--- config.mk ---
export PLATFORM = sky130hd
export DESIGN_NAME = sorted_list_insert
export DESIGN_NICKNAME = d
export VERILOG_FILES = /design/src/rtl/sli_pkg.sv /design/src/rtl/sli_cell.sv /design/src/rtl/sli_outq.sv /design/src/rtl/sorted_list_insert.sv
export SDC_FILE = /design/constraint.sdc
export NUM_CORES = 2
export LEC_CHECK = 0
export BUFFER_PORTS_ARGS = -buffer_cell sky130_fd_sc_hd__buf_4
export CAP_MARGIN = 20
export CORE_MARGIN = 3
export CORE_UTILIZATION = 45
export CTS_BUF_LIST = sky130_fd_sc_hd__clkbuf_16
export DETAILED_ROUTE_END_ITERATION = 12
export HOLD_SLACK_MARGIN = 0.03
export MAX_ROUTING_LAYER = met4
export PLACE_DENSITY = 0.71
export RECOVER_POWER = 25
export SLEW_MARGIN = 0
export SYNTH_ARGS = -nofsm -noshare
export SYNTH_HDL_FRONTEND = slang
export SYNTH_SLANG_ARGS = --single-unit
--- constraint.sdc ---
create_clock -name i_clk -period 11.3 [get_ports i_clk]
set_clock_uncertainty 0.05 [all_clocks]
set_input_delay 0 -clock i_clk [delete_from_list [all_inputs] [get_ports i_clk]]
set_output_delay 0 -clock i_clk [all_outputs]
set_load 0.05 [all_outputs]
--- src/rtl/sli_pkg.sv ---
// Shared types and codes for the sorted list insertion block.
package sli_pkg;

    localparam int VALUE_W = 32;
    localparam int KIND_W  = 3;
    localparam int COUNT_W = 6;

    localparam logic [1:0] FUNC_INSERT = 2'd0;
    localparam logic [1:0] FUNC_CLEAR  = 2'd1;
    localparam logic [1:0] FUNC_READ   = 2'd2;

    localparam logic [KIND_W-1:0] KIND_INSERTED = 3'd0;
    localparam logic [KIND_W-1:0] KIND_FULL     = 3'd1;
    localparam logic [KIND_W-1:0] KIND_CLEARED  = 3'd2;
    localparam logic [KIND_W-1:0] KIND_ENTRY    = 3'd3;
    localparam logic [KIND_W-1:0] KIND_EMPTY    = 3'd4;

    typedef enum logic [1:0] {
        CELL_HOLD,
        CELL_INSERT,
        CELL_ROTATE
    } t_cell_op;

    typedef struct packed {
        t_cell_op                   op;
        logic signed [VALUE_W-1:0]  value;
    } t_cell_ctrl;

    typedef struct packed {
        logic [KIND_W-1:0]          kind;
        logic signed [VALUE_W-1:0]  value;
        logic [COUNT_W-1:0]         count;
        logic                       last;
    } t_result;

endpackage

--- src/rtl/sli_cell.sv ---
// One cell of the sorted chain: holds a single entry and trades it with its neighbors.
module sli_cell #(
    parameter int INDEX = 0,
    parameter int CW    = 6
) (
    input  logic                               i_clk,
    input  sli_pkg::t_cell_ctrl                i_ctrl,
    input  logic [CW-1:0]                      i_count,
    input  logic                               i_prev_take,
    input  logic signed [sli_pkg::VALUE_W-1:0] i_prev_entry,
    input  logic signed [sli_pkg::VALUE_W-1:0] i_next_entry,
    input  logic signed [sli_pkg::VALUE_W-1:0] i_head_entry,
    output logic                               o_take,
    output logic signed [sli_pkg::VALUE_W-1:0] o_entry
);
    import sli_pkg::*;

    logic signed [VALUE_W-1:0] r_entry;
    logic signed [VALUE_W-1:0] n_entry;
    logic                      occupied;
    logic                      at_end;
    logic                      is_tail;

    assign occupied = CW'(INDEX) < i_count;
    assign at_end   = CW'(INDEX) == i_count;
    assign is_tail  = (CW'(INDEX) + CW'(1)) == i_count;
    assign o_take   = (occupied && (r_entry >= i_ctrl.value)) || at_end;
    assign o_entry  = r_entry;

    always_comb begin
        n_entry = r_entry;
        case (i_ctrl.op)
            CELL_INSERT: begin
                if (o_take) begin
                    n_entry = i_prev_take ? i_prev_entry : i_ctrl.value;
                end
            end
            CELL_ROTATE: begin
                n_entry = is_tail ? i_head_entry : i_next_entry;
            end
            default: begin
                n_entry = r_entry;
            end
        endcase
    end

    always_ff @(posedge i_clk) begin
        r_entry <= n_entry;
    end

endmodule

--- src/rtl/sli_outq.sv ---
// Two-slot result queue that lets the chain keep working while a result waits.
module sli_outq (
    input  logic             i_clk,
    input  logic             i_rst_n,
    input  logic             i_push,
    input  sli_pkg::t_result i_data,
    input  logic             i_ready,
    output logic             o_valid,
    output sli_pkg::t_result o_data,
    output logic             o_room
);
    import sli_pkg::*;

    t_result    r_head;
    t_result    r_tail;
    logic [1:0] r_fill;
    t_result    n_head;
    t_result    n_tail;
    logic [1:0] n_fill;
    logic       pop;

    assign pop     = (r_fill != 2'd0) && i_ready;
    assign o_valid = r_fill != 2'd0;
    assign o_data  = r_head;
    assign o_room  = (r_fill != 2'd2) || pop;

    always_comb begin
        n_head = r_head;
        n_tail = r_tail;
        n_fill = r_fill;
        if (pop) begin
            n_head = r_tail;
            n_fill = r_fill - 2'd1;
        end
        if (i_push) begin
            if (n_fill == 2'd0) begin
                n_head = i_data;
            end else begin
                n_tail = i_data;
            end
            n_fill = n_fill + 2'd1;
        end
    end

    always_ff @(posedge i_clk) begin
        r_head <= n_head;
        r_tail <= n_tail;
        if (!i_rst_n) begin
            r_fill <= 2'd0;
        end else begin
            r_fill <= n_fill;
        end
    end

endmodule

--- src/rtl/sorted_list_insert.sv ---
// Top level of the sorted list insertion block.
// Keeps up to DEPTH signed values in ascending order in a chain of cells, one
// entry per cell. On an insert, every cell compares its entry with the new
// value at once and the tail of the list shifts by one cell. A readout
// sends one stored entry per cycle while the result queue has room, since
// the chain rotates its entries through the first cell, which feeds the
// result port. Results pass through a two-slot queue, so, outside a readout,
// a new request is taken while one result still waits.
module sorted_list_insert #(
    parameter int DEPTH = 32
) (
    input  logic                               i_clk,
    input  logic                               i_rst_n,
    input  logic                               i_in_valid,
    output logic                               o_in_ready,
    input  logic [1:0]                         i_func,
    input  logic signed [sli_pkg::VALUE_W-1:0] i_new_value,
    output logic                               o_out_valid,
    input  logic                               i_out_ready,
    output logic [sli_pkg::KIND_W-1:0]         o_kind,
    output logic signed [sli_pkg::VALUE_W-1:0] o_value,
    output logic [sli_pkg::COUNT_W-1:0]        o_count,
    output logic                               o_last
);
    import sli_pkg::*;

    localparam int CW = $clog2(DEPTH + 1);
    localparam int IW = $clog2(DEPTH);

    logic [CW-1:0]             r_count;
    logic [CW-1:0]             n_count;
    logic                      r_busy;
    logic                      n_busy;
    logic [IW-1:0]             r_idx;
    logic [IW-1:0]             n_idx;
    logic                      accept;
    logic                      room;
    logic                      full;
    logic                      rd_last;
    logic                      push;
    t_result                   push_data;
    t_result                   out_data;
    t_cell_ctrl                ctrl;
    logic [DEPTH-1:0]          take;
    logic signed [VALUE_W-1:0] entry [DEPTH];

    assign o_in_ready = !r_busy && room;
    assign accept     = i_in_valid && o_in_ready;
    assign full       = r_count == CW'(DEPTH);
    assign rd_last    = (CW'(r_idx) + CW'(1)) == r_count;

    always_comb begin
        n_count    = r_count;
        n_busy     = r_busy;
        n_idx      = r_idx;
        push       = 1'b0;
        push_data  = '{kind: KIND_INSERTED, value: '0, count: COUNT_W'(r_count), last: 1'b1};
        ctrl.op    = CELL_HOLD;
        ctrl.value = i_new_value;
        if (r_busy) begin
            if (room) begin
                push            = 1'b1;
                push_data.kind  = KIND_ENTRY;
                push_data.value = entry[0];
                push_data.last  = rd_last;
                ctrl.op         = CELL_ROTATE;
                n_idx           = r_idx + IW'(1);
                if (rd_last) begin
                    n_busy = 1'b0;
                end
            end
        end else if (accept) begin
            case (i_func)
                FUNC_INSERT: begin
                    push = 1'b1;
                    if (full) begin
                        push_data.kind = KIND_FULL;
                    end else begin
                        ctrl.op         = CELL_INSERT;
                        n_count         = r_count + CW'(1);
                        push_data.count = COUNT_W'(n_count);
                    end
                end
                FUNC_CLEAR: begin
                    push            = 1'b1;
                    n_count         = '0;
                    push_data.kind  = KIND_CLEARED;
                    push_data.count = '0;
                end
                FUNC_READ: begin
                    if (r_count == '0) begin
                        push           = 1'b1;
                        push_data.kind = KIND_EMPTY;
                    end else begin
                        n_busy = 1'b1;
                        n_idx  = '0;
                    end
                end
                default: begin
                    push = 1'b0;
                end
            endcase
        end
    end

    always_ff @(posedge i_clk) begin
        r_idx <= n_idx;
        if (!i_rst_n) begin
            r_count <= '0;
            r_busy  <= 1'b0;
        end else begin
            r_count <= n_count;
            r_busy  <= n_busy;
        end
    end

    for (genvar g = 0; g < DEPTH; g++) begin : g_cell
        sli_cell #(
            .INDEX (g),
            .CW    (CW)
        ) u_cell (
            .i_clk        (i_clk),
            .i_ctrl       (ctrl),
            .i_count      (r_count),
            .i_prev_take  ((g == 0) ? 1'b0 : take[(g == 0) ? 0 : g - 1]),
            .i_prev_entry (entry[(g == 0) ? 0 : g - 1]),
            .i_next_entry (entry[(g == DEPTH - 1) ? 0 : g + 1]),
            .i_head_entry (entry[0]),
            .o_take       (take[g]),
            .o_entry      (entry[g])
        );
    end

    sli_outq u_outq (
        .i_clk   (i_clk),
        .i_rst_n (i_rst_n),
        .i_push  (push),
        .i_data  (push_data),
        .i_ready (i_out_ready),
        .o_valid (o_out_valid),
        .o_data  (out_data),
        .o_room  (room)
    );

    assign o_kind  = out_data.kind;
    assign o_value = out_data.value;
    assign o_count = out_data.count;
    assign o_last  = out_data.last;

endmodule
**After elaboration in Yosys (flattened, before gate mapping)**

Cells that the tools add are included.

- Register bits after elaboration: 1122
- Input bits: 38
- Output and inout port bits: 44

- Add/subtract/negate cells: 5
- $lt $le $gt $ge: 64
- Equality and inequality tests: 73
- Muxes and demuxes: 165
- Bitwise gates (word level): 1
- Reduce and logical (&&, ||, !) cells: 111

Operator list:

| kind | number |
|---|---|
| 32-bit two-way mux | 95 |
| 32-bit case mux with 2 select lines | 32 |
| 32-bit >= comparator | 32 |
| 42-bit two-way mux | 3 |
| 5-bit by 6-bit equality test with 1-bit output, first input constant | 16 |
| 5-bit by 6-bit less-than comparator with 1-bit output, first input constant | 16 |
| 2-bit by 1-bit != test with 1-bit output, second input constant | 33 |
| 2-bit AND reduction | 32 |
| 4-bit by 6-bit equality test with 1-bit output, first input constant | 8 |
| 4-bit by 6-bit less-than comparator with 1-bit output, first input constant | 8 |
| 1-bit logical AND | 35 |
| 34-bit two-way mux | 1 |
| 1-bit logical OR | 33 |
| 5-bit two-way mux | 5 |
| 3-bit by 6-bit equality test with 1-bit output, first input constant | 4 |
| 3-bit by 6-bit less-than comparator with 1-bit output, first input constant | 4 |
| 6-bit two-way mux | 3 |
| 1-bit two-way mux | 16 |
| 2-bit by 6-bit equality test with 1-bit output, first input constant | 2 |
| 1-bit by 6-bit less-than comparator with 1-bit output, first input constant | 2 |
| 2-bit by 6-bit less-than comparator with 1-bit output, first input constant | 2 |
| 6-bit case mux with 2 select lines | 1 |
| 3-bit two-way mux | 3 |
| 3-bit case mux with 3 select lines | 1 |
| 21 further kinds | 32 |

**Depth between registers and ports, before layout**

- Depth after elaboration: 10
- Gate-level depth with buffers: 13
- Mapped depth without buffers: 10

**Hierarchy**

Synthesis repeated with hierarchy kept, for this count alone.

- Cells, all modules: 10778
- Area total of the unflattened synthesis: 96621.4 sq um

By module, submodules not included:

| module | times used | cells an instance | area each (sq um) |
|---|---|---|---|
| sli_cell at g_cell[18].u_cell | 1 | 312 | 3263.1 |
| sli_cell at g_cell[6].u_cell | 1 | 308 | 3215.6 |
| sli_cell at g_cell[2].u_cell | 1 | 305 | 3199.3 |
| sli_outq | 1 | 244 | 3181.8 |
| sli_cell at g_cell[30].u_cell | 1 | 313 | 3161.8 |
| sli_cell at g_cell[29].u_cell | 1 | 309 | 2917.8 |
| sli_cell at g_cell[4].u_cell | 1 | 312 | 2909.0 |
| sli_cell at g_cell[17].u_cell | 1 | 337 | 2869.0 |
| sli_cell at g_cell[8].u_cell | 1 | 301 | 2865.2 |
| sli_cell at g_cell[12].u_cell | 1 | 299 | 2864.0 |
| sli_cell at g_cell[19].u_cell | 1 | 333 | 2862.7 |
| sli_cell at g_cell[10].u_cell | 1 | 300 | 2859.0 |
| sli_cell at g_cell[26].u_cell | 1 | 337 | 2857.7 |
| sli_cell at g_cell[23].u_cell | 1 | 334 | 2855.2 |
| 20 more rows | -- | -- | -- |

**Worst setup path before layout**

Ideal clock, no wire load.

- Path kind: input -> register
- Start point: input port i_new_value[1] (netlist name)
- End point: register g_cell[28].u_cell.r_entry[0], enable pin
- Arrival: 4.821 ns
- Data required time: 10.784 ns
- Path slack: 5.963 ns
- Stages: 12
- Path through: clkbuf_1 inv_1 ha_1 nor2b_1 o21a_1 o21a_1 o311ai_0 a21oi_1 mux2i_1 clkbuf_1 o21ai_0 o21ai_0

- Cells in the longest elaborated chain, start to end: 5

Ends and longest elaborated chain:

| element | RTL line | source |
|---|---|---|
| start, declared | sorted_list_insert.sv:17 | `input logic signed [sli_pkg::VALUE_W-1:0] i_new_value,` |
| 32-bit >= comparator | sli_cell.sv:27 | `assign o_take = (occupied && (r_entry >= i_ctrl.value)) \|\| at_end;` |
| 1-bit logical AND | sli_cell.sv:27 |  |
| 1-bit logical OR | sli_cell.sv:27 |  |
| 2-bit by 1-bit != test with 1-bit output (no source line) | -- |  |
| 2-bit AND reduction (no source line) | -- |  |
| end signal, assigned | sli_cell.sv:48 | `r_entry <= n_entry;` |
| end, declared | sli_cell.sv:18 | `logic signed [VALUE_W-1:0] r_entry;` |

No other way between the ends.
A chain may end at the register's enable or synchronous reset.

**Worst setup path after layout**

- Start point: register u_outq.r_fill[0]
- End point: register g_cell[26].u_cell.r_entry[3] (data pin)

- Cells in the longest elaborated chain, start to end: 9

Ends and longest elaborated chain:

| element | RTL line | source |
|---|---|---|
| start, declared | sli_outq.sv:16 | `logic [1:0] r_fill;` |
| start signal, assigned | sli_outq.sv:51 | `r_fill <= n_fill;` |
| 2-bit nonzero test | sli_outq.sv:22 | `assign pop = (r_fill != 2'd0) && i_ready;` |
| 1-bit logical AND | sli_outq.sv:22 |  |
| 1-bit logical OR (*) | sli_outq.sv:25 | `assign o_room = (r_fill != 2'd2) \|\| pop;` |
| 1-bit logical AND | sorted_list_insert.sv:47 | `assign o_in_ready = !r_busy && room;` |
| 1-bit logical AND | sorted_list_insert.sv:48 | `assign accept = i_in_valid && o_in_ready;` |
| 1-bit two-way mux | sorted_list_insert.sv:72 | `end else if (accept) begin` |
| 2-bit two-way mux (*) | sorted_list_insert.sv:60 | `if (r_busy) begin` |
| 2-bit equality test / 2-bit by 1-bit equality test with 1-bit output (equally long branches) | sli_cell.sv:32 | `case (i_ctrl.op)` |
| 32-bit case mux with 2 select lines (*) | sli_cell.sv:32 |  |
| net g_cell[26].u_cell.n_entry[3] | sli_cell.sv:19 | `logic signed [VALUE_W-1:0] n_entry;` |
| end signal, assigned | sli_cell.sv:48 |  |
| end, declared | sli_cell.sv:18 |  |

Mark *: on every way through the listed nets, which the timed path passes. The rest lies on a longest branch.

==> summary.md <==
| Metric | Value |
|---|---|
| Crit-path max cell delay | `1470 ps` |
| Vias in the first global route | `77600` |
| Via/cell ratio | `7.12` |
| Drt drc | `0` |
| Largest net degree at the start of global routing | `221` |
| Max IR drop VDD | `0.135 mV` |
| Status | `finished, violations left` |
| Die Wd | `450 um` |
| Met3 wire length | `42100 um` |
| Drt total wl | `335000 um` |
| Most frequent cells in the layout | `edfxtp_1, ha_1, mux2i_1, a21oi_1, nand3_1` |
| Die height | `450 um` |
| Antenna violations before repair | `13` |
| Most common cell after layout, fill and taps aside | `edfxtp_1` |
| Synthesized area | `88700 um^2` |
| Tmin final | `8140 ps` |
| WL met2 | `142000 um` |
| Core area | `195000 um^2` |
| Slowest cell on crit path | `clkbuf_1` |
| Rows | `162` |
| Setup crit end kind | `register` |
| Final Hold Slack | `141 ps` |
| CP Launch Point | `u_outq.r_fill[0]` |
| Top FF cell, synth | `edfxtp_1` |
| I/O pins | `82` |
| # Post-CTS Setup Buffers | `0` |
| Max cap viols | `25` |
| Total gr overflow | `0` |
| Leakage power | `37.9 nW` |
| Port bufs | `81` |
| Most used cell, CP | `clkbuf_1` |
| Mapped Nets | `10000` |
| Sink Count | `1122` |
| Crit path cell chain | `inv_1 > ha_1 > nand2b_1 > nand2_1 > clkbuf_1 > nand2_4 > clkbuf_1 > nand2_1 > clkbuf_1 > mux2_2 > o221ai_1` |
| Synthesized instance count | `8953` |
| DR WL/cell | `29.4 um` |
| Die footprint | `202000 um^2` |
| Initial Utilization | `45.4%` |
| CTS Buffer Depth | `3` |
| Wl on met1 | `134000 um` |
| Gr usage total | `32.5%` |
| FMAX | `0.123 GHz` |
| DRT iter0 DRCs | `11700` |
| Post-synth EDFFs | `1071` |
| Synth warn | `0` |
| CTS tree | `built` |
| Worst skew pair latency | `820 ps` |
| Top routing layer used | `met4` |
| TNS Setup | `0 ps` |
| Pins Over Slew Limit | `834` |
| Final-report setup violation count | `0` |
| Routability cong. | `1.00` |
| Worst EP required | `11720 ps` |
| Layout area overhead | `8.67%` |
| # H-tree levels | `4` |
| Clock Pin Slew Worst Setup and Hold Paths | `60 ps` |
| Crit-path max FO | `56` |
| Pwr dens | `122 nW/um^2` |
| Crit path arrival time | `8560 ps` |
| Netlist cell types | `89` |
| Post-synthesis sequential area ratio | `37.4%` |
| Min-delay worst type | `in2reg` |
| Post-route setup slack | `3160 ps` |
| Worst setup SP type | `register` |
| Hold path start | `i_func[0]` |
| Drt first pass iters | `7` |
| Final Cycle Share | `72.1%` |
| Hpwl dp | `237000 um` |
| Hold Vio Cnt, Final | `0` |
| Share of layout cells above drive strength 1 | `8.92%` |
| CP Class | `reg2reg` |
| RSZ-0062 raised after global routing | `false` |
| Nets | `9719` |
| Global-route wire length before repair | `497000 um` |
| Post-Layout Cell Count | `11400` |
| Via count | `81100` |
| Ys async rst share | `0%` |
| Post-Place Worst Slack | `6090 ps` |
| Failing checks | `capacitance limit, slew limit` |
| Placed Cells | `11100` |
| FF+latch count, synth | `1122` |
| Post-synthesis average cell area | `9.91 um^2` |
| Worst-Margin Slew | `2940 ps` |
| Worst R2R Start | `u_outq.r_fill[0]` |
| Slew HR | `-96.2%` |
| Post-route ant nets | `0` |
| Post-layout util | `49.3%` |
| CTS Buf Count | `135` |
| Root Buffer | `clkbuf_16` |
## cell usage after synthesis (8+ instances only)
master     number  area share (%)
nand4_1       282             2.0
edfxtp_1     1071              36
nor2_1        270             1.1
o221ai_1      543             5.4
and4_1         19            0.19
ha_1         1031              15
a21boi_0       13            0.11
buf_2          76            0.43
o21a_1         73            0.62
mux2i_1       859             9.7
nand2_1       728             3.1
dfxtp_1        51             1.2
a221oi_1        8           0.079
buf_1          61            0.26
or3_1          45            0.32
nand2b_1       21            0.15
and3_1        170             1.2
o211ai_1      143             1.2
o22a_1         32            0.32
a211oi_1      203             1.7
nand3_1       727             4.1
a21oi_1       773             4.4
a2111oi_0      12            0.12
o31ai_1        12            0.10
mux2_2        128             1.6
nor2b_1       147             1.0
o21ai_0       160            0.90
nor4_1         40            0.28
a31oi_1        86            0.61
buf_4          37            0.31
clkbuf_1      640             2.7
a21o_1         79            0.67
nor3_1         48            0.27
o221a_2        64            0.81
inv_1         115            0.49
and2_1         45            0.32
## per-stage QoR
| step | power [W] | cell area, um^2 |
|---|---|---|
| 6_report | 0.0117 | 96400 |
| 5_1_grt | 0.0121 | 96400 |
| 4_1_cts | 0.0117 | 96400 |
| 3_5_place_dp | 0.00746 | 91800 |
| 3_3_place_gp | 0.00736 | 91700 |
| 2_1_floorplan | 0.00664 | 88700 |
## repair_timing
item / 4_1_cts / 5_1_grt
gates resized for setup: 0 / 0
hold buffers: 41 / 0
hold endpoints to repair: 590 / 0
## kinds of logic after synthesis
family,after synthesis,share of synthesized area (%)
adders and majority gates,1031,14.5
muxes,988,11.3
DFF,1122,37.4
xor gates and xnor gates,11,0.109
and+or+nand+nor,2577,14.4
AOI/OAI and AO/OA,2287,17.9
buffers and inverters,937,4.30
## layout make-up
cell class,count,area (um^2)
clock buffers,142,3550
inverters,116,435
multi-input cells,6894,52300
clock inverters,101,614
well taps,2624,3280
repair buffers,381,3010
fillers,17700,99000
flip-flops and latches,1122,33200
diodes,12,30.0
## per-layer routing
layer,up-vias,GRT usage [%]
met2,5805,46.6
met4,0,13.8
met1,39500,43.8
met3,1079,7.73
li1,34700,-
met5,-,-
## power by group
group / switching, W / internal, W / total (W)
clock: 0.00194 / 0.00238 / 0.00432
combinational: 0.00164 / 0.000744 / 0.00238
sequential: 0.000158 / 0.00486 / 0.00502
total: 0.00373 / 0.00799 / 0.0117
## critical path, delay by kind of cell (launching register included)
family          cells  cell delay (ps)
buf+inv             4             3990
simple gates        4             2580
mux                 1              380
flops               1              350
fa+ha+maj           1              260
compound gates      1              110
## flip-flops by register name (all words and copies together) (netlist names)
signal                 count
r_idx                      5
u_outq.r_tail             42
r_count                    6
r_busy                     1
u_outq.r_fill              2
g_cell.u_cell.o_entry   1024
u_outq.o_data             42
## final timing paths
| check | endpoint | slack (ps) | cells past startpoint |
|---|---|---|---|
| max | g_cell[26].u_cell.o_entry[3] | 3160 | 11 |
| min | u_outq.r_tail[40] | 140 | 4 |
| max reg2reg | g_cell[26].u_cell.o_entry[3] | 3160 | 11 |
| min reg2reg | u_outq.o_data[29] | 430 | 2 |
Power figures use the tool's default switching activity.
